## config.mk

```make
export PLATFORM = sky130hd
export DESIGN_NAME = netstring_request_deframer
export DESIGN_NICKNAME = d
export VERILOG_FILES = /design/src/hdl/nsd_pkg.sv /design/src/hdl/netstring_request_deframer.sv /design/src/hdl/nsd_core.sv
export SDC_FILE = /design/constraint.sdc
export NUM_CORES = 1
export LEC_CHECK = 0
export BUFFER_PORTS_ARGS = -buffer_cell sky130_fd_sc_hd__buf_2
export CAP_MARGIN = 25
export CORE_ASPECT_RATIO = 0.6
export CORE_MARGIN = 5
export CORE_UTILIZATION = 40
export CTS_BUF_LIST = sky130_fd_sc_hd__clkbuf_8
export DETAILED_ROUTE_END_ITERATION = 8
export HOLD_SLACK_MARGIN = 0.02
export PLACE_DENSITY = 0.68
export SLEW_MARGIN = 20
export SYNTH_ARGS = -nofsm -noshare
export SYNTH_HDL_FRONTEND = slang
export SYNTH_SLANG_ARGS = --single-unit
```

## constraint.sdc

```tcl
create_clock -name clk -period 6.94 [get_ports clk]
set_clock_uncertainty 0.1 [all_clocks]
set_input_delay 0 -clock clk [delete_from_list [all_inputs] [get_ports clk]]
set_output_delay 0 -clock clk [all_outputs]
set_load 0.02 [all_outputs]
```

## src/hdl/nsd_pkg.sv

```systemverilog
// Package for the netstring request deframer: result kinds, abort codes,
// register indexes, reset values and the configuration struct.
// No dependencies; every other file of the block uses it by scoped names.
package nsd_pkg;

    localparam int LEN_W = 31;

    // Result kinds.
    localparam logic [2:0] KIND_MSG   = 3'd0;
    localparam logic [2:0] KIND_SND   = 3'd1;
    localparam logic [2:0] KIND_RCP   = 3'd2;
    localparam logic [2:0] KIND_END   = 3'd3;
    localparam logic [2:0] KIND_DONE  = 3'd4;
    localparam logic [2:0] KIND_ABORT = 3'd5;

    // Abort causes.
    localparam logic [1:0] ERR_NONE      = 2'd0;
    localparam logic [1:0] ERR_MALFORMED = 2'd1;
    localparam logic [1:0] ERR_OVERFLOW  = 2'd2;

    // Configuration register indexes.
    localparam logic [1:0] CFG_PREFIX_BUDGET = 2'd0;
    localparam logic [1:0] CFG_LENGTH_GUARD  = 2'd1;
    localparam logic [1:0] CFG_FIELD_LIMIT   = 2'd2;

    // Register reset values.
    localparam logic [7:0]       PREFIX_BUDGET_RST = 8'd100;
    localparam logic [LEN_W-1:0] LENGTH_GUARD_RST  = 31'd200000000;
    localparam logic [15:0]      FIELD_LIMIT_RST   = 16'd1000;

    // Characters of the framing.
    localparam logic [7:0] CHAR_COLON = 8'h3A;
    localparam logic [7:0] CHAR_COMMA = 8'h2C;
    localparam logic [7:0] CHAR_ZERO  = 8'h30;
    localparam logic [7:0] CHAR_NINE  = 8'h39;

    typedef struct packed {
        logic [7:0]       prefix_budget;
        logic [LEN_W-1:0] length_guard;
        logic [15:0]      field_limit;
    } cfg_t;

endpackage

```

## src/hdl/netstring_request_deframer.sv

```systemverilog
// Top level of the netstring request deframer: input register, configuration
// registers and the parser stage.
// Depends on nsd_pkg and nsd_core.
//
// Usage: request bytes enter one item per in_valid/in_ready handshake on
// in_byte. The block walks the nested netstring layout (outer length, message,
// sender, recipients, closing comma) and emits at most one result item per
// input byte on the out_valid/out_ready channel: a passed message, sender or
// recipient byte, a field end with its validity flag, request done, or an
// abort with its cause. Length digits, colons and the message comma give no result.
// A result is registered: an accepted byte is first loaded into the input
// register, the parser logic works on it there, and the result register is
// loaded when the parser stage steps.
// Throughput is one byte per cycle while results are taken; the parser updates
// its counters and compares combinationally; a length digit is one shift-add.
// When the receiver stalls, the result register holds its item, the input
// register fills behind it, and in_ready falls only when both are occupied.
// Reset clears both valid flags and puts the parser at the outer length with
// the default budget and limits; after request done or an abort the parser
// returns to that start state and reloads its budget from prefix_budget.
// The configuration channel is always ready and should be written only while
// the block is idle.
module netstring_request_deframer (
    input  logic                     clk,
    input  logic                     rst_n,
    input  logic                     in_valid,
    output logic                     in_ready,
    input  logic [7:0]               in_byte,
    output logic                     out_valid,
    input  logic                     out_ready,
    output logic [2:0]               kind,
    output logic [7:0]               data,
    output logic                     field_ok,
    output logic [1:0]               error_code,
    input  logic                     cfg_valid,
    output logic                     cfg_ready,
    input  logic [1:0]               cfg_index,
    input  logic [nsd_pkg::LEN_W-1:0] cfg_data
);

    logic          in_valid_reg;
    logic [7:0]    in_byte_reg;
    logic          step;
    nsd_pkg::cfg_t cfg_reg;

    // The parser stage advances whenever it holds a byte and its result
    // slot is free or being drained this cycle.
    assign step     = in_valid_reg && (!out_valid || out_ready);
    assign in_ready = !in_valid_reg || step;

    always_ff @(posedge clk or negedge rst_n)
    begin
        if (!rst_n)
        begin
            in_valid_reg <= 1'b0;
        end
        else if (in_ready)
        begin
            in_valid_reg <= in_valid;
        end
    end

    always_ff @(posedge clk)
    begin
        if (in_valid && in_ready)
        begin
            in_byte_reg <= in_byte;
        end
    end

    // Configuration registers; writes to unlisted indexes are dropped.
    assign cfg_ready = 1'b1;

    always_ff @(posedge clk or negedge rst_n)
    begin
        if (!rst_n)
        begin
            cfg_reg.prefix_budget <= nsd_pkg::PREFIX_BUDGET_RST;
            cfg_reg.length_guard  <= nsd_pkg::LENGTH_GUARD_RST;
            cfg_reg.field_limit   <= nsd_pkg::FIELD_LIMIT_RST;
        end
        else if (cfg_valid)
        begin
            case (cfg_index)
                nsd_pkg::CFG_PREFIX_BUDGET:
                begin
                    cfg_reg.prefix_budget <= cfg_data[7:0];
                end
                nsd_pkg::CFG_LENGTH_GUARD:
                begin
                    cfg_reg.length_guard <= cfg_data;
                end
                nsd_pkg::CFG_FIELD_LIMIT:
                begin
                    cfg_reg.field_limit <= cfg_data[15:0];
                end
                default:
                begin
                    cfg_reg <= cfg_reg;
                end
            endcase
        end
    end

    nsd_core u_core (
        .clk        (clk),
        .rst_n      (rst_n),
        .step       (step),
        .in_byte    (in_byte_reg),
        .cfg        (cfg_reg),
        .out_ready  (out_ready),
        .out_valid  (out_valid),
        .kind       (kind),
        .data       (data),
        .field_ok   (field_ok),
        .error_code (error_code)
    );

endmodule

```

## src/hdl/nsd_core.sv

```systemverilog
// Parser stage of the netstring request deframer: the framing state machine
// and the result register with its valid flag.
// Depends on nsd_pkg.
module nsd_core (
    input  logic              clk,
    input  logic              rst_n,
    input  logic              step,
    input  logic [7:0]        in_byte,
    input  nsd_pkg::cfg_t     cfg,
    input  logic              out_ready,
    output logic              out_valid,
    output logic [2:0]        kind,
    output logic [7:0]        data,
    output logic              field_ok,
    output logic [1:0]        error_code
);

    typedef enum logic [2:0] {
        PH_OUTER_LEN,
        PH_MSG_LEN,
        PH_MSG_BODY,
        PH_MSG_COMMA,
        PH_FIELD_LEN,
        PH_FIELD_BODY,
        PH_FIELD_COMMA,
        PH_FINAL_COMMA
    } phase_t;

    typedef enum logic [1:0] {
        LEN_MORE,
        LEN_DONE,
        LEN_BAD,
        LEN_OVF
    } len_res_t;

    localparam int LW = nsd_pkg::LEN_W;

    phase_t          phase_reg, phase_next;
    logic [LW-1:0]   acc_reg, acc_next;
    logic [LW-1:0]   budget_reg, budget_next;
    logic [LW-1:0]   body_reg, body_next;
    logic            ftl_reg, ftl_next;
    logic            nul_reg, nul_next;
    logic            allok_reg, allok_next;
    logic            inrcp_reg, inrcp_next;

    logic            out_valid_reg;
    logic [2:0]      kind_reg;
    logic [7:0]      data_reg;
    logic            ok_reg;
    logic [1:0]      err_reg;

    logic            res_valid;
    logic [2:0]      res_kind;
    logic [7:0]      res_data;
    logic            res_ok;
    logic [1:0]      res_err;
    logic            restart;

    logic            is_digit;
    logic [3:0]      digit;
    logic [LW+3:0]   prod;
    len_res_t        len_res;
    logic [LW-1:0]   budget_dec;
    logic [LW-1:0]   body_dec;
    logic            field_good;

    // One length digit: acc * 10 + digit, built from two shifts.
    assign is_digit = (in_byte >= nsd_pkg::CHAR_ZERO) && (in_byte <= nsd_pkg::CHAR_NINE);
    assign digit    = 4'(in_byte - nsd_pkg::CHAR_ZERO);
    assign prod     = {1'b0, acc_reg, 3'b000} + {3'b000, acc_reg, 1'b0}
                    + {{LW{1'b0}}, digit};

    always_comb
    begin
        if (in_byte == nsd_pkg::CHAR_COLON) begin
            len_res = LEN_DONE;
        end else if (acc_reg > cfg.length_guard) begin
            len_res = LEN_OVF;
        end else if (!is_digit) begin
            len_res = LEN_BAD;
        end else if (|prod[LW+3:LW]) begin
            len_res = LEN_OVF;
        end else begin
            len_res = LEN_MORE;
        end
    end

    assign budget_dec = budget_reg - LW'(1);
    assign body_dec   = body_reg - LW'(1);
    assign field_good = !ftl_reg && !nul_reg;

    always_comb
    begin
        phase_next  = phase_reg;
        acc_next    = acc_reg;
        budget_next = budget_reg;
        body_next   = body_reg;
        ftl_next    = ftl_reg;
        nul_next    = nul_reg;
        allok_next  = allok_reg;
        inrcp_next  = inrcp_reg;
        res_valid   = 1'b0;
        res_kind    = nsd_pkg::KIND_MSG;
        res_data    = 8'd0;
        res_ok      = 1'b0;
        res_err     = nsd_pkg::ERR_NONE;
        restart     = 1'b0;

        if (phase_reg != PH_FINAL_COMMA && budget_reg == '0) begin
            res_valid = 1'b1;
            res_kind  = nsd_pkg::KIND_ABORT;
            res_err   = nsd_pkg::ERR_MALFORMED;
            restart   = 1'b1;
        end else begin
            if (phase_reg != PH_FINAL_COMMA) begin
                budget_next = budget_dec;
            end
            case (phase_reg)
                PH_OUTER_LEN, PH_MSG_LEN, PH_FIELD_LEN:
                begin
                    case (len_res)
                        LEN_MORE:
                        begin
                            acc_next = prod[LW-1:0];
                        end
                        LEN_DONE:
                        begin
                            acc_next = '0;
                            if (phase_reg == PH_OUTER_LEN) begin
                                // The outer length becomes the body budget.
                                budget_next = acc_reg;
                                phase_next  = PH_MSG_LEN;
                            end else begin
                                body_next = acc_reg;
                                if (phase_reg == PH_FIELD_LEN) begin
                                    ftl_next   = acc_reg >= LW'(cfg.field_limit);
                                    nul_next   = 1'b0;
                                    phase_next = (acc_reg != '0) ? PH_FIELD_BODY
                                                                 : PH_FIELD_COMMA;
                                end else begin
                                    phase_next = (acc_reg != '0) ? PH_MSG_BODY
                                                                 : PH_MSG_COMMA;
                                end
                            end
                        end
                        LEN_BAD:
                        begin
                            res_valid = 1'b1;
                            res_kind  = nsd_pkg::KIND_ABORT;
                            res_err   = nsd_pkg::ERR_MALFORMED;
                            restart   = 1'b1;
                        end
                        default:
                        begin
                            res_valid = 1'b1;
                            res_kind  = nsd_pkg::KIND_ABORT;
                            res_err   = nsd_pkg::ERR_OVERFLOW;
                            restart   = 1'b1;
                        end
                    endcase
                end
                PH_MSG_BODY:
                begin
                    body_next = body_dec;
                    if (body_dec == '0) begin
                        phase_next = PH_MSG_COMMA;
                    end
                    res_valid = 1'b1;
                    res_kind  = nsd_pkg::KIND_MSG;
                    res_data  = in_byte;
                end
                PH_MSG_COMMA:
                begin
                    if (in_byte != nsd_pkg::CHAR_COMMA) begin
                        res_valid = 1'b1;
                        res_kind  = nsd_pkg::KIND_ABORT;
                        res_err   = nsd_pkg::ERR_MALFORMED;
                        restart   = 1'b1;
                    end else begin
                        phase_next = PH_FIELD_LEN;
                        acc_next   = '0;
                    end
                end
                PH_FIELD_BODY:
                begin
                    body_next = body_dec;
                    if (body_dec == '0) begin
                        phase_next = PH_FIELD_COMMA;
                    end
                    if (in_byte == 8'd0) begin
                        nul_next = 1'b1;
                    end
                    // Bytes of a too-long field are swallowed.
                    if (!ftl_reg) begin
                        res_valid = 1'b1;
                        res_kind  = inrcp_reg ? nsd_pkg::KIND_RCP : nsd_pkg::KIND_SND;
                        res_data  = in_byte;
                    end
                end
                PH_FIELD_COMMA:
                begin
                    if (in_byte != nsd_pkg::CHAR_COMMA) begin
                        res_valid = 1'b1;
                        res_kind  = nsd_pkg::KIND_ABORT;
                        res_err   = nsd_pkg::ERR_MALFORMED;
                        restart   = 1'b1;
                    end else begin
                        if (!field_good) begin
                            allok_next = 1'b0;
                        end
                        inrcp_next = 1'b1;
                        ftl_next   = 1'b0;
                        nul_next   = 1'b0;
                        acc_next   = '0;
                        phase_next = (budget_dec != '0) ? PH_FIELD_LEN : PH_FINAL_COMMA;
                        res_valid  = 1'b1;
                        res_kind   = nsd_pkg::KIND_END;
                        res_ok     = field_good;
                    end
                end
                PH_FINAL_COMMA:
                begin
                    res_valid = 1'b1;
                    restart   = 1'b1;
                    if (in_byte != nsd_pkg::CHAR_COMMA) begin
                        res_kind = nsd_pkg::KIND_ABORT;
                        res_err  = nsd_pkg::ERR_MALFORMED;
                    end else begin
                        res_kind = nsd_pkg::KIND_DONE;
                        res_ok   = allok_reg;
                    end
                end
                default:
                begin
                    restart = 1'b1;
                end
            endcase
        end

        if (restart) begin
            phase_next  = PH_OUTER_LEN;
            acc_next    = '0;
            budget_next = LW'(cfg.prefix_budget);
            body_next   = '0;
            ftl_next    = 1'b0;
            nul_next    = 1'b0;
            allok_next  = 1'b1;
            inrcp_next  = 1'b0;
        end
    end

    always_ff @(posedge clk or negedge rst_n)
    begin
        if (!rst_n) begin
            phase_reg     <= PH_OUTER_LEN;
            acc_reg       <= '0;
            budget_reg    <= LW'(nsd_pkg::PREFIX_BUDGET_RST);
            body_reg      <= '0;
            ftl_reg       <= 1'b0;
            nul_reg       <= 1'b0;
            allok_reg     <= 1'b1;
            inrcp_reg     <= 1'b0;
            out_valid_reg <= 1'b0;
        end else begin
            if (step) begin
                phase_reg     <= phase_next;
                acc_reg       <= acc_next;
                budget_reg    <= budget_next;
                body_reg      <= body_next;
                ftl_reg       <= ftl_next;
                nul_reg       <= nul_next;
                allok_reg     <= allok_next;
                inrcp_reg     <= inrcp_next;
                out_valid_reg <= res_valid;
            end else if (out_ready) begin
                out_valid_reg <= 1'b0;
            end
        end
    end

    // Result payload needs no reset.
    always_ff @(posedge clk)
    begin
        if (step && res_valid) begin
            kind_reg <= res_kind;
            data_reg <= res_data;
            ok_reg   <= res_ok;
            err_reg  <= res_err;
        end
    end

    assign out_valid  = out_valid_reg;
    assign kind       = kind_reg;
    assign data       = data_reg;
    assign field_ok   = ok_reg;
    assign error_code = err_reg;

endmodule

```

==> results of run 1 <==
## power by group through the flow
stage	sequential, mW	clock [mW]	combinational (mW)
2_1_floorplan	1.23	0	0.287
3_3_place_gp	1.25	0	0.393
3_5_place_dp	1.25	0	0.406
4_1_cts	1.23	0.777	0.429
5_1_grt	1.25	0.817	0.482
6_report	1.23	0.760	0.437
## worst register-to-register path, stage by stage (launching register included)
cell	delay, ns
dfrtp_1	0.52
inv_1	0.14
fa_1	0.56
inv_1	0.06
ha_1	0.30
a211oi_1	0.09
o311ai_0	0.33
nand2_1	0.13
a21oi_1	0.34
a41oi_1	0.20
xnor2_1	0.19
nor4_2	0.46
o21a_1	0.65
inv_2	0.48
o21ai_2	0.24
buf_4	0.36
a22o_1	0.22
## final cells by class
class,instances,share of cell area
multi-input cells,1119,0.5334
flip-flops and latches,179,0.3226
repair buffers,117,0.06080
well taps,416,0.03634
inverters,75,0.01965
clock buffers,17,0.01633
clock inverters,15,0.01092
## final timing paths
check,startpoint,endpoint,slack (ns),cells after the start
setup / recovery,u_core.acc_reg[2],u_core.body_reg[25],1.51,16
hold / removal,rst_n,u_core.acc_reg[21],0.007,2
setup reg to reg,u_core.acc_reg[2],u_core.body_reg[25],1.51,16
hold reg to reg,cfg_reg[53],u_core.budget_reg[6],0.38,2
max in group asynchronous,rst_n,cfg_reg[47],5.54,3
min in group clk,in_byte[1],in_byte_reg[1],0.11,2
## cell usage in the layout, fill, tap and decap left out, drive strengths merged, types with 22 or more instances in the layout
cell type	synthesis	routed
a21oi	109	109
buf	23	71
dfrtp	132	132
dfstp	25	25
dlygate4sd3	0	46
edfxtp	22	22
ha	113	113
inv	75	82
mux2	55	55
nand2	137	137
nand3	40	40
nand4	30	30
nor2	94	94
nor3	58	58
nor4	33	33
o21ai	109	109
xnor2	34	34
xor2	25	25
## routing by layer
metal / global-route usage / part of all wire / up-vias / wire [µm]
met5: 0 / 0.00030 / - / 12
met2: 0.3187 / 0.41 / 596 / 16700
met3: 0.05285 / 0.10 / 87 / 4139
met4: 0.06849 / 0.025 / 2 / 996
li1: - / - / 5439 / -
met1: 0.3355 / 0.46 / 5679 / 18420
## stage by stage
step                      hold slack [ns]  std cells
after floorplan                   -0.3956       1451
after global placement           0.008311       1859
after detailed placement         0.009739       1859
after CTS                         0.03327       1937
after global routing              0.09080       1938
final                            0.006605       1938
## kinds of logic after synthesis
group | after synthesis | synth area share
compound gates | 399 | 0.1976
xor+xnor | 59 | 0.04023
fa+ha+maj | 116 | 0.1140
buf+inv | 153 | 0.04793
flops | 179 | 0.3597
mux | 57 | 0.04978
other cells | 1 | 0.0002919
simple gates | 487 | 0.1904
## repair_timing
| item | 4_1_cts | 5_1_grt |
|---|---|---|
| hold endpoints to repair | 155 | 0 |
| hold buffers | 46 | 0 |
| resized for setup | 0 | 0 |
==> impl_metrics.csv, run 1 <==
group,metric,value,unit
placement,gp_congestion,0.9436,
logic_synthesis,synth_cell_types,80,
logic_synthesis,synth_top_area_share,0.2572,
worst_setup_path,critPathRequiredTime,7.28,ns
placement,preCtsSetupSlack,1.621,ns
logic_synthesis,yosysMostFrequentCell,"nand2_1",
logic_synthesis,ys_seq_area_frac,0.3597,
logic_synthesis,ys_dominant_reg_cell,"dfrtp_1",
logic_synthesis,yosys-top-cells-area,"dfrtp_1 26%, ha_1 11%, edfxtp_1 5.1%",
floorplan,core.rowCount,50,
layout,multiInputGateArea,7640,µm²
routing,wl_per_cell,20.78,µm
status,violations,"design-rule violations",
timing,tightest_slew,0.9674,ns
timing,rsz0062_at_grt,"no",
power_and_ir_drop,p_leak,6.562,nW
worst_setup_path,crit_family,"compound AO/OA/AOI/OAI gates",
logic_synthesis,syn_inst,1451,
routing,vias,11800,
run,maxCapViolations,0,
floorplan,core,31410,µm²
worst_setup_path,critPathBufInv,4,
worst_setup_path,crit_type,"flop to flop",
layout,largest_reg_flops,55,
logic_synthesis,synth.avg_cell_area,8.852,µm²
floorplan,start_util,0.4090,
logic_synthesis,synth-edff-count,22,
routing,drtPass1Iterations,8,
worst_setup_path,cpMaxStageDelayCell,"o21a_1",
hold_path,hp-class,"input port to asynchronous set/reset pin",
power_and_ir_drop,max-vdd-ir-drop,0.1370,mV
routing,wirelength,40270,µm
routing,route.detailed.drc,1,
global_route,grt_pass1_vias,11240,
placement,placed_area,13430,µm²
timing,layout_setup_ws,1.506,ns
clock_tree,root_buffer,"clkbuf_8",
timing,setup_viol,0,
clock_tree,cts_setup_buffers,0,
power_and_ir_drop,internal_power,1.682,mW
timing,period_share,0.7829,
logic_synthesis,synth_commonest_cells,"137 x nand2_1, 132 x dfrtp_1, 113 x ha_1",
timing,slew_headroom,0.3551,
placement,io_buffers,61,
layout,ff_latch_area,4621,µm²
clock_tree,tritoncts,"done",
timing,finalMaxSlewViolations,0,
power_and_ir_drop,total_power,2.431,mW
global_route,grt_max_degree,84,
power_and_ir_drop,switching_share,0.3082,
layout,stdcell_area,14320,µm²
global_route,antenna_found_initial,1,
global_route,gr-usage-all-layers,0.2238,
routing,ant_nets,0,
logic_synthesis,synth_nets,1612,
floorplan,die-area,35910,µm²
routing,routed_via_density,6.090,
clock_tree,htreeDepth,4,
logic_synthesis,syn_area,12840,µm²
logic_synthesis,synth-seq-cells,179,
worst_setup_path,slowest_delay,0.65,ns
worst_setup_path,crit_fanout,31,
clock_tree,cts.path.max_buffers,2,
floorplan,io_pins,63,
logic_synthesis,synth_top_cell_by_area,"dfrtp_1",
logic_synthesis,async_flop_share,0.8771,
clock_tree,numCtsBuffers,17,
global_route,overflow,0,
layout,layout-drive-gt1-share,0.1399,
layout,diodes,0,
layout,final_core_util,0.4561,
status,status,"finished, violations left",
clock_tree,clk_latency,0.51,ns
power_and_ir_drop,seq_power_share,0.508,
placement,dp_hpwl,28610,µm
logic_synthesis,yosys_warnings,0,
clock_tree,clock_sinks,179,
floorplan,die_height,148.8,µm
power_and_ir_drop,switchingPower,0.7494,mW
worst_setup_path,path_cells,"inv_1, fa_1, inv_1, ha_1, a211oi_1, o311ai_0, nand2_1, a21oi_1, a41oi_1, xnor2_1, nor4_2, o21a_1, inv_2, o21ai_2, buf_4, a22o_1",
clock_tree,clkTransAtPathRegs,0.11,ns
global_route,grt_pass1_wl,63560,µm
worst_setup_path,crit_top_cell,"inv_1",
timing,max_freq,184.0,MHz
worst_setup_path,cp-start-kind,"flop",
layout,area_delta_synth_final,11.51,%
timing,setup_tns,0,ns
power_and_ir_drop,power-per-cell-area,169.7,nW/µm²
layout,fill_cells,2997,
timing,finalHoldViolations,0,
worst_setup_path,cp.arrival,5.78,ns
power_and_ir_drop,comb_power_share,0.180,
routing,drtIter0Drc,1499,
timing,min_period,5.434,ns
worst_setup_path,critical_path.endpoint_type,"flop",
layout,fin_nets,1670,
power_and_ir_drop,pwr-share-clk,0.312,
floorplan,die_w,241.3,µm
Power figures use the tool's default switching activity.
==> run 2, diff against run 1 <==
==> constraint.sdc (replaced) <==
create_clock -name clk -period 5.4 [get_ports clk]
set_clock_uncertainty 0.1 [all_clocks]
set_input_delay 0 -clock clk [delete_from_list [all_inputs] [get_ports clk]]
set_output_delay 0 -clock clk [all_outputs]
set_load 0.02 [all_outputs]
==> run 2 against run 1 <==
Effect of this change:
- the flow now finishes without violations
- routed wire length decreased by 1.9%
- sequential cell count unchanged
- via count decreased by 1.4%
- critical path type unchanged
==> impl_metrics.csv, run 2 (synthesized netlist as in run 1, its figures left out) <==
group,metric,value,unit
global_route,gr-usage-all-layers,0.2219,
timing,tightest_slew,1.005,ns
timing,period_share,0.8771,
floorplan,die-area,35910,µm²
layout,largest_reg_flops,55,
power_and_ir_drop,max-vdd-ir-drop,0.1958,mV
worst_setup_path,reg2reg_depth,16,
layout,final_cell_mix,"137 x nand2_1, 132 x dfrtp_1, 113 x ha_1, 107 x a21oi_1, 105 x o21ai_0",
floorplan,core.rowCount,50,
run,maxCapViolations,0,
hold_path,hold_depth,2,
clock_tree,ctsResizeCount,0,
routing,drtIter0Drc,1475,
worst_setup_path,cp-start-kind,"flop",
worst_setup_path,crit_type,"flop to flop",
status,status,"finished, final reports clean",
clock_tree,clkTransAtPathRegs,0.11,ns
worst_setup_path,worstReg2RegEnd,"u_core.body_reg[11]",
worst_setup_path,startpoint,"u_core.acc_reg[2]",
placement,io_buffers,61,
placement,gp_congestion,0.9421,
clock_tree,numCtsBuffers,17,
worst_setup_path,reg2reg_from,"u_core.acc_reg[2]",
worst_setup_path,critPathRequiredTime,5.73,ns
floorplan,io_pins,63,
routing,route.detailed.drc,0,
power_and_ir_drop,power-per-cell-area,212.0,nW/µm²
routing,wl_per_cell,20.17,µm
layout,final_common_cell,"nand2_1",
worst_setup_path,critical_path.endpoint_type,"flop",
timing,setup_tns,0,ns
routing,vias,11640,
timing,rsz0062_at_grt,"no",
timing,max_freq,211.1,MHz
clock_tree,htreeDepth,4,
routing,wirelength,39520,µm
power_and_ir_drop,p_leak,6.673,nW
timing,finalHoldViolations,0,
clock_tree,hold_buffers,49,
clock_tree,tritoncts,"done",
layout,layout-drive-gt1-share,0.1497,
hold_path,hp-class,"input port to flop",
hold_path,hold_end,"in_byte_reg[7]",
timing,setup_viol,0,
floorplan,die_height,148.8,µm
global_route,overflow,0,
layout,fill_cells,2998,
hold_path,holdCritStartpoint,"in_byte[7]",
worst_setup_path,cp.arrival,5.07,ns
worst_setup_path,rrSetupSlack,0.66,ns
global_route,grt_pass1_wl,63070,µm
clock_tree,cts_setup_buffers,0,
clock_tree,clock_sinks,179,
clock_tree,root_buffer,"clkbuf_8",
floorplan,start_util,0.4090,
placement,dp_hpwl,28300,µm
floorplan,die_w,241.3,µm
global_route,grt_max_degree,75,
layout,diodes,0,
floorplan,core,31410,µm²
layout,stdcell_area,14500,µm²
timing,min_period,4.737,ns
global_route,grt_pass1_vias,11130,
layout,area_delta_synth_final,12.89,%
layout,final_core_util,0.4617,
placement,placed_area,13560,µm²
clock_tree,cts.path.max_buffers,2,
routing,routed_via_density,5.942,
worst_setup_path,crit_fanout,31,
routing,ant_nets,0,
routing,drtPass1Iterations,5,
timing,finalMaxSlewViolations,0,
layout,fin_nets,1691,
timing,slew_headroom,0.3299,
clock_tree,clk_latency,0.52,ns
global_route,antenna_found_initial,0,
[run 2: cell count changes in the layout (fill, tap and decap cells not counted), moves of 2 or more]
cell / change
buf_4: +18
clkinv_4: +3
dlygate4sd3_1: +3
bufinv_16: -2
clkinv_2: -2
clkinv_8: +2
clkinvlp_4: -2
[run 2: worst max path at each step]
stage,endpoint,slack (ns),cells past startpoint
CTS,u_core.body_reg[11],0.72,16
global route,u_core.body_reg[11],0.33,16
detailed placement,u_core.body_reg[28],0.78,16
finish,u_core.body_reg[11],0.66,16
global placement,u_core.body_reg[15],0.92,16
floorplan,u_core.out_valid,1.66,14
[run 2: final cells by class]
| type | instances | area (µm²) | share of cell area |
|---|---|---|---|
| Timing Repair Buffer | 138 | 1052 | 0.07257 |
| Inverter | 75 | 281.5 | 0.01941 |
| Clock buffer | 18 | 247.7 | 0.01709 |
| Sequential cell | 179 | 4621 | 0.3187 |
| Clock inverter | 14 | 140.1 | 0.009664 |
| Tap cell | 416 | 520.5 | 0.03590 |
| Multi-Input combinational cell | 1119 | 7637 | 0.5267 |
[run 2: stage by stage]
step | setup slack, ns | hold WS (ns) | std cells | power (mW)
final | 0.6635 | 0.1055 | 1959 | 3.074
after detailed placement | 0.7843 | -0.2348 | 1876 | 2.123
after global placement | 0.9224 | -0.2358 | 1876 | 2.113
after global routing | 0.3342 | 0.08175 | 1959 | 3.235
after CTS | 0.7220 | 0.07326 | 1957 | 3.088
after floorplan | 1.664 | -0.3956 | 1451 | 1.952
[run 2: critical path, cell delays in order (launching register included)]
cell      delay, ns
dfrtp_1        0.54
inv_1          0.14
fa_1           0.55
inv_1          0.06
ha_1           0.29
a211oi_1       0.08
o311ai_0       0.35
nand2_1        0.16
a21oi_1        0.34
a41oi_1        0.21
xnor2_1        0.20
nor4_2         0.42
o21a_1         0.21
inv_2          0.23
o21ai_2        0.20
buf_4          0.35
a22o_1         0.21
[run 2: power breakdown]
part           internal, mW  switching, mW  total (mW)
sequential             1.50         0.0848        1.59
clock                 0.353          0.578       0.931
combinational         0.249          0.308       0.557
total                  2.10          0.971        3.07
[run 2: layer usage]
metal  routed length (µm)  part of all wire  GRT usage
met5                    0                 0          0
met4                 1050             0.027    0.06370
met1                18790              0.48     0.3417
met2                15650              0.40     0.3024
met3                 4027              0.10    0.05857
==> run 3, diff against run 2 <==
--- a/config.mk
+++ b/config.mk
@@ -5,6 +5,7 @@
 export SDC_FILE = /design/constraint.sdc
 export NUM_CORES = 1
 export LEC_CHECK = 0
+export ABC_AREA = 1
 export BUFFER_PORTS_ARGS = -buffer_cell sky130_fd_sc_hd__buf_2
 export CAP_MARGIN = 25
 export CORE_ASPECT_RATIO = 0.6
==> run 3 against run 2 <==
Effect of this change:
- clock power increased by 8%
- sequential power about the same
- routed wire length increased by 12%
- synthesized cell count increased by 24%
- synthesized area increased by 3.7%
- worst hold slack got worse by 0.083 ns
- final cell count increased by 20%
- cell area increased by 3.7%
- maximum frequency increased by 8.4%
- critical path depth increased by 3
- critical path type unchanged
- critical endpoint is now u_core.acc_reg[25]
- largest cell class unchanged
==> impl_metrics.csv, run 3 <==
group,metric,value,unit
logic_synthesis,synth_cell_types,60,
layout,final_cell_mix,"398 x nand2_1, 245 x inv_1, 183 x nor2_1, 134 x o21ai_0, 132 x dfrtp_1",
logic_synthesis,synth-seq-cells,179,
routing,ant_nets,0,
global_route,use_met3,0.09083,
status,status,"finished, final reports clean",
logic_synthesis,synth.avg_cell_area,7.415,µm²
worst_setup_path,critical_path.endpoint_type,"flop",
global_route,busiest_layer,"met1",
worst_setup_path,reg2reg_depth,19,
run,maxCapViolations,0,
floorplan,io_pins,63,
layout,layout-drive-gt1-share,0.1059,
timing,setup_tns,0,ns
layout,final_common_cell,"nand2_1",
power_and_ir_drop,p_leak,7.682,nW
logic_synthesis,async_flop_share,0.8771,
routing,route.detailed.drc,0,
clock_tree,numCtsBuffers,17,
worst_setup_path,cp.arrival,4.70,ns
routing,drtIter0Drc,1518,
worst_setup_path,critPathRequiredTime,5.74,ns
clock_tree,root_buffer,"clkbuf_8",
hold_path,hp-class,"input port to asynchronous set/reset pin",
global_route,gr-usage-all-layers,0.2409,
timing,slew_headroom,0.3758,
floorplan,core,32670,µm²
floorplan,core.rowCount,51,
worst_setup_path,crit_type,"flop to flop",
placement,dpl.cell_count,2283,
timing,period_share,0.8089,
clock_tree,htreeDepth,4,
clock_tree,cts_setup_buffers,0,
logic_synthesis,yosys_warnings,0,
floorplan,die_w,245.6,µm
power_and_ir_drop,power-per-cell-area,236.8,nW/µm²
layout,largest_reg_flops,55,
clock_tree,clock_sinks,179,
global_route,antenna_found_initial,2,
timing,finalMaxSlewViolations,0,
logic_synthesis,synth_top_area_share,0.2479,
placement,dp_hpwl,33880,µm
placement,gp_congestion,0.9981,
timing,min_period,4.368,ns
global_route,gr-usage-met2,0.3189,
logic_synthesis,yosysMostFrequentCell,"nand2_1",
layout,stdcell_count,2357,
floorplan,die-area,37180,µm²
global_route,overflow,0,
floorplan,die_height,151.4,µm
global_route,grt_max_degree,104,
worst_setup_path,crit_fanout,20,
logic_synthesis,syn_area,13320,µm²
timing,rsz0062_at_grt,"no",
layout,area_delta_synth_final,12.83,%
timing,setup_viol,0,
layout,fin_nets,2055,
floorplan,start_util,0.4078,
global_route,grt_util_met1,0.3691,
logic_synthesis,yosys-top-cells-area,"dfrtp_1 25%, nand2_1 11%, ha_1 11%",
logic_synthesis,syn_inst,1797,
power_and_ir_drop,max-vdd-ir-drop,0.1736,mV
clock_tree,clkTransAtPathRegs,0.11,ns
logic_synthesis,synth_top_cell_by_area,"dfrtp_1",
clock_tree,tritoncts,"done",
layout,diodes,0,
global_route,grt_pass1_wl,69170,µm
routing,wirelength,44420,µm
logic_synthesis,synth_commonest_cells,"398 x nand2_1, 244 x inv_1, 184 x nor2_1",
clock_tree,clk_latency,0.52,ns
clock_tree,ctsResizeCount,0,
routing,routed_via_density,5.440,
timing,finalHoldViolations,0,
global_route,grt_pass1_vias,11990,
logic_synthesis,ys_dominant_reg_cell,"dfrtp_1",
routing,drtPass1Iterations,7,
routing,vias,12820,
logic_synthesis,synth-edff-count,22,
timing,tightest_slew,0.9306,ns
placement,io_buffers,61,
logic_synthesis,ys_seq_area_frac,0.3468,
worst_setup_path,cp-start-kind,"flop",
clock_tree,cts.path.max_buffers,2,
timing,max_freq,228.9,MHz
routing,wl_per_cell,18.85,µm
logic_synthesis,synth_nets,1958,
[run 3: metal layers]
layer	up-vias	share of wire
li1	6158	-
met1	6039	0.49
met2	575	0.37
met3	48	0.12
met4	2	0.014
met5	-	0.00045
[run 3: cells by family after synthesis]
kind of cell	synth area share
simple gates	0.2476
flops	0.3468
xor+xnor	0.05062
buf+inv	0.08902
compound gates	0.1558
fa+ha+maj	0.1091
other cells	0.0002814
mux	0.0007513
[run 3: path summary, 6_finish.rpt]
check / endpoint / from / slack [ns]
max: u_core.acc_reg[25] / u_core.acc_reg[13] / 1.03
min: u_core.acc_reg[18] / rst_n / 0.02
max reg2reg: u_core.acc_reg[25] / u_core.acc_reg[13] / 1.03
min reg2reg: cfg_reg[37] / cfg_reg[37] / 0.39
max in group asynchronous: u_core.ftl_reg / rst_n / 3.94
min in group clk: cfg_reg[8] / cfg_valid / 0.06
[run 3: cell type report]
type | count | area (µm²)
fill | 3278 | 17640
tap | 450 | 563.0
clock inverter | 14 | 163.9
sequential | 179 | 4621
multi-input combinational | 1311 | 7530
clock buffer | 18 | 247.7
timing repair buffer | 128 | 942.2
inverter | 257 | 965.9
[run 3: power by group]
group	total, mW	internal [mW]	switching (mW)
clock	1.01	0.466	0.547
sequential	1.57	1.50	0.0703
combinational	0.976	0.328	0.649
[run 3: timing repair]
item | in CTS | in global routing
hold buffers | 42 | 0
hold endpoints to repair | 169 | 0
setup endpoints to repair | 0 | 0
[run 3: through the flow]
step	worst slack (ns)	power, mW	hold slack, ns	area, µm²	util
detailed placement	1.106	2.524	0.08286	14190	0.4344
CTS	1.079	3.563	0.05969	15030	0.4599
floorplan	2.073	2.249	-0.3956	13320	-
finish	1.032	3.559	0.02242	15030	0.4601
global route	0.6757	3.771	0.08072	15030	0.4601
global placement	1.109	2.509	0.08110	14170	0.4336
[run 3: critical path: stages (launching register included)]
cell and delay [ns]:
dfrtp_1 0.74, ha_1 0.34, ha_1 0.36, nand2_1 0.16, inv_1 0.05, nand2_1 0.06, nand3_1 0.07, a21oi_1 0.11
nand2_1 0.18, a21oi_1 0.23, nand3_2 0.11, nor2_4 0.17, nand3_2 0.13, nand2_4 0.12, nand3_4 0.16, clkinv_2 0.13
nand2_2 0.36, inv_1 0.44, nand3_1 0.13, o21ai_0 0.10
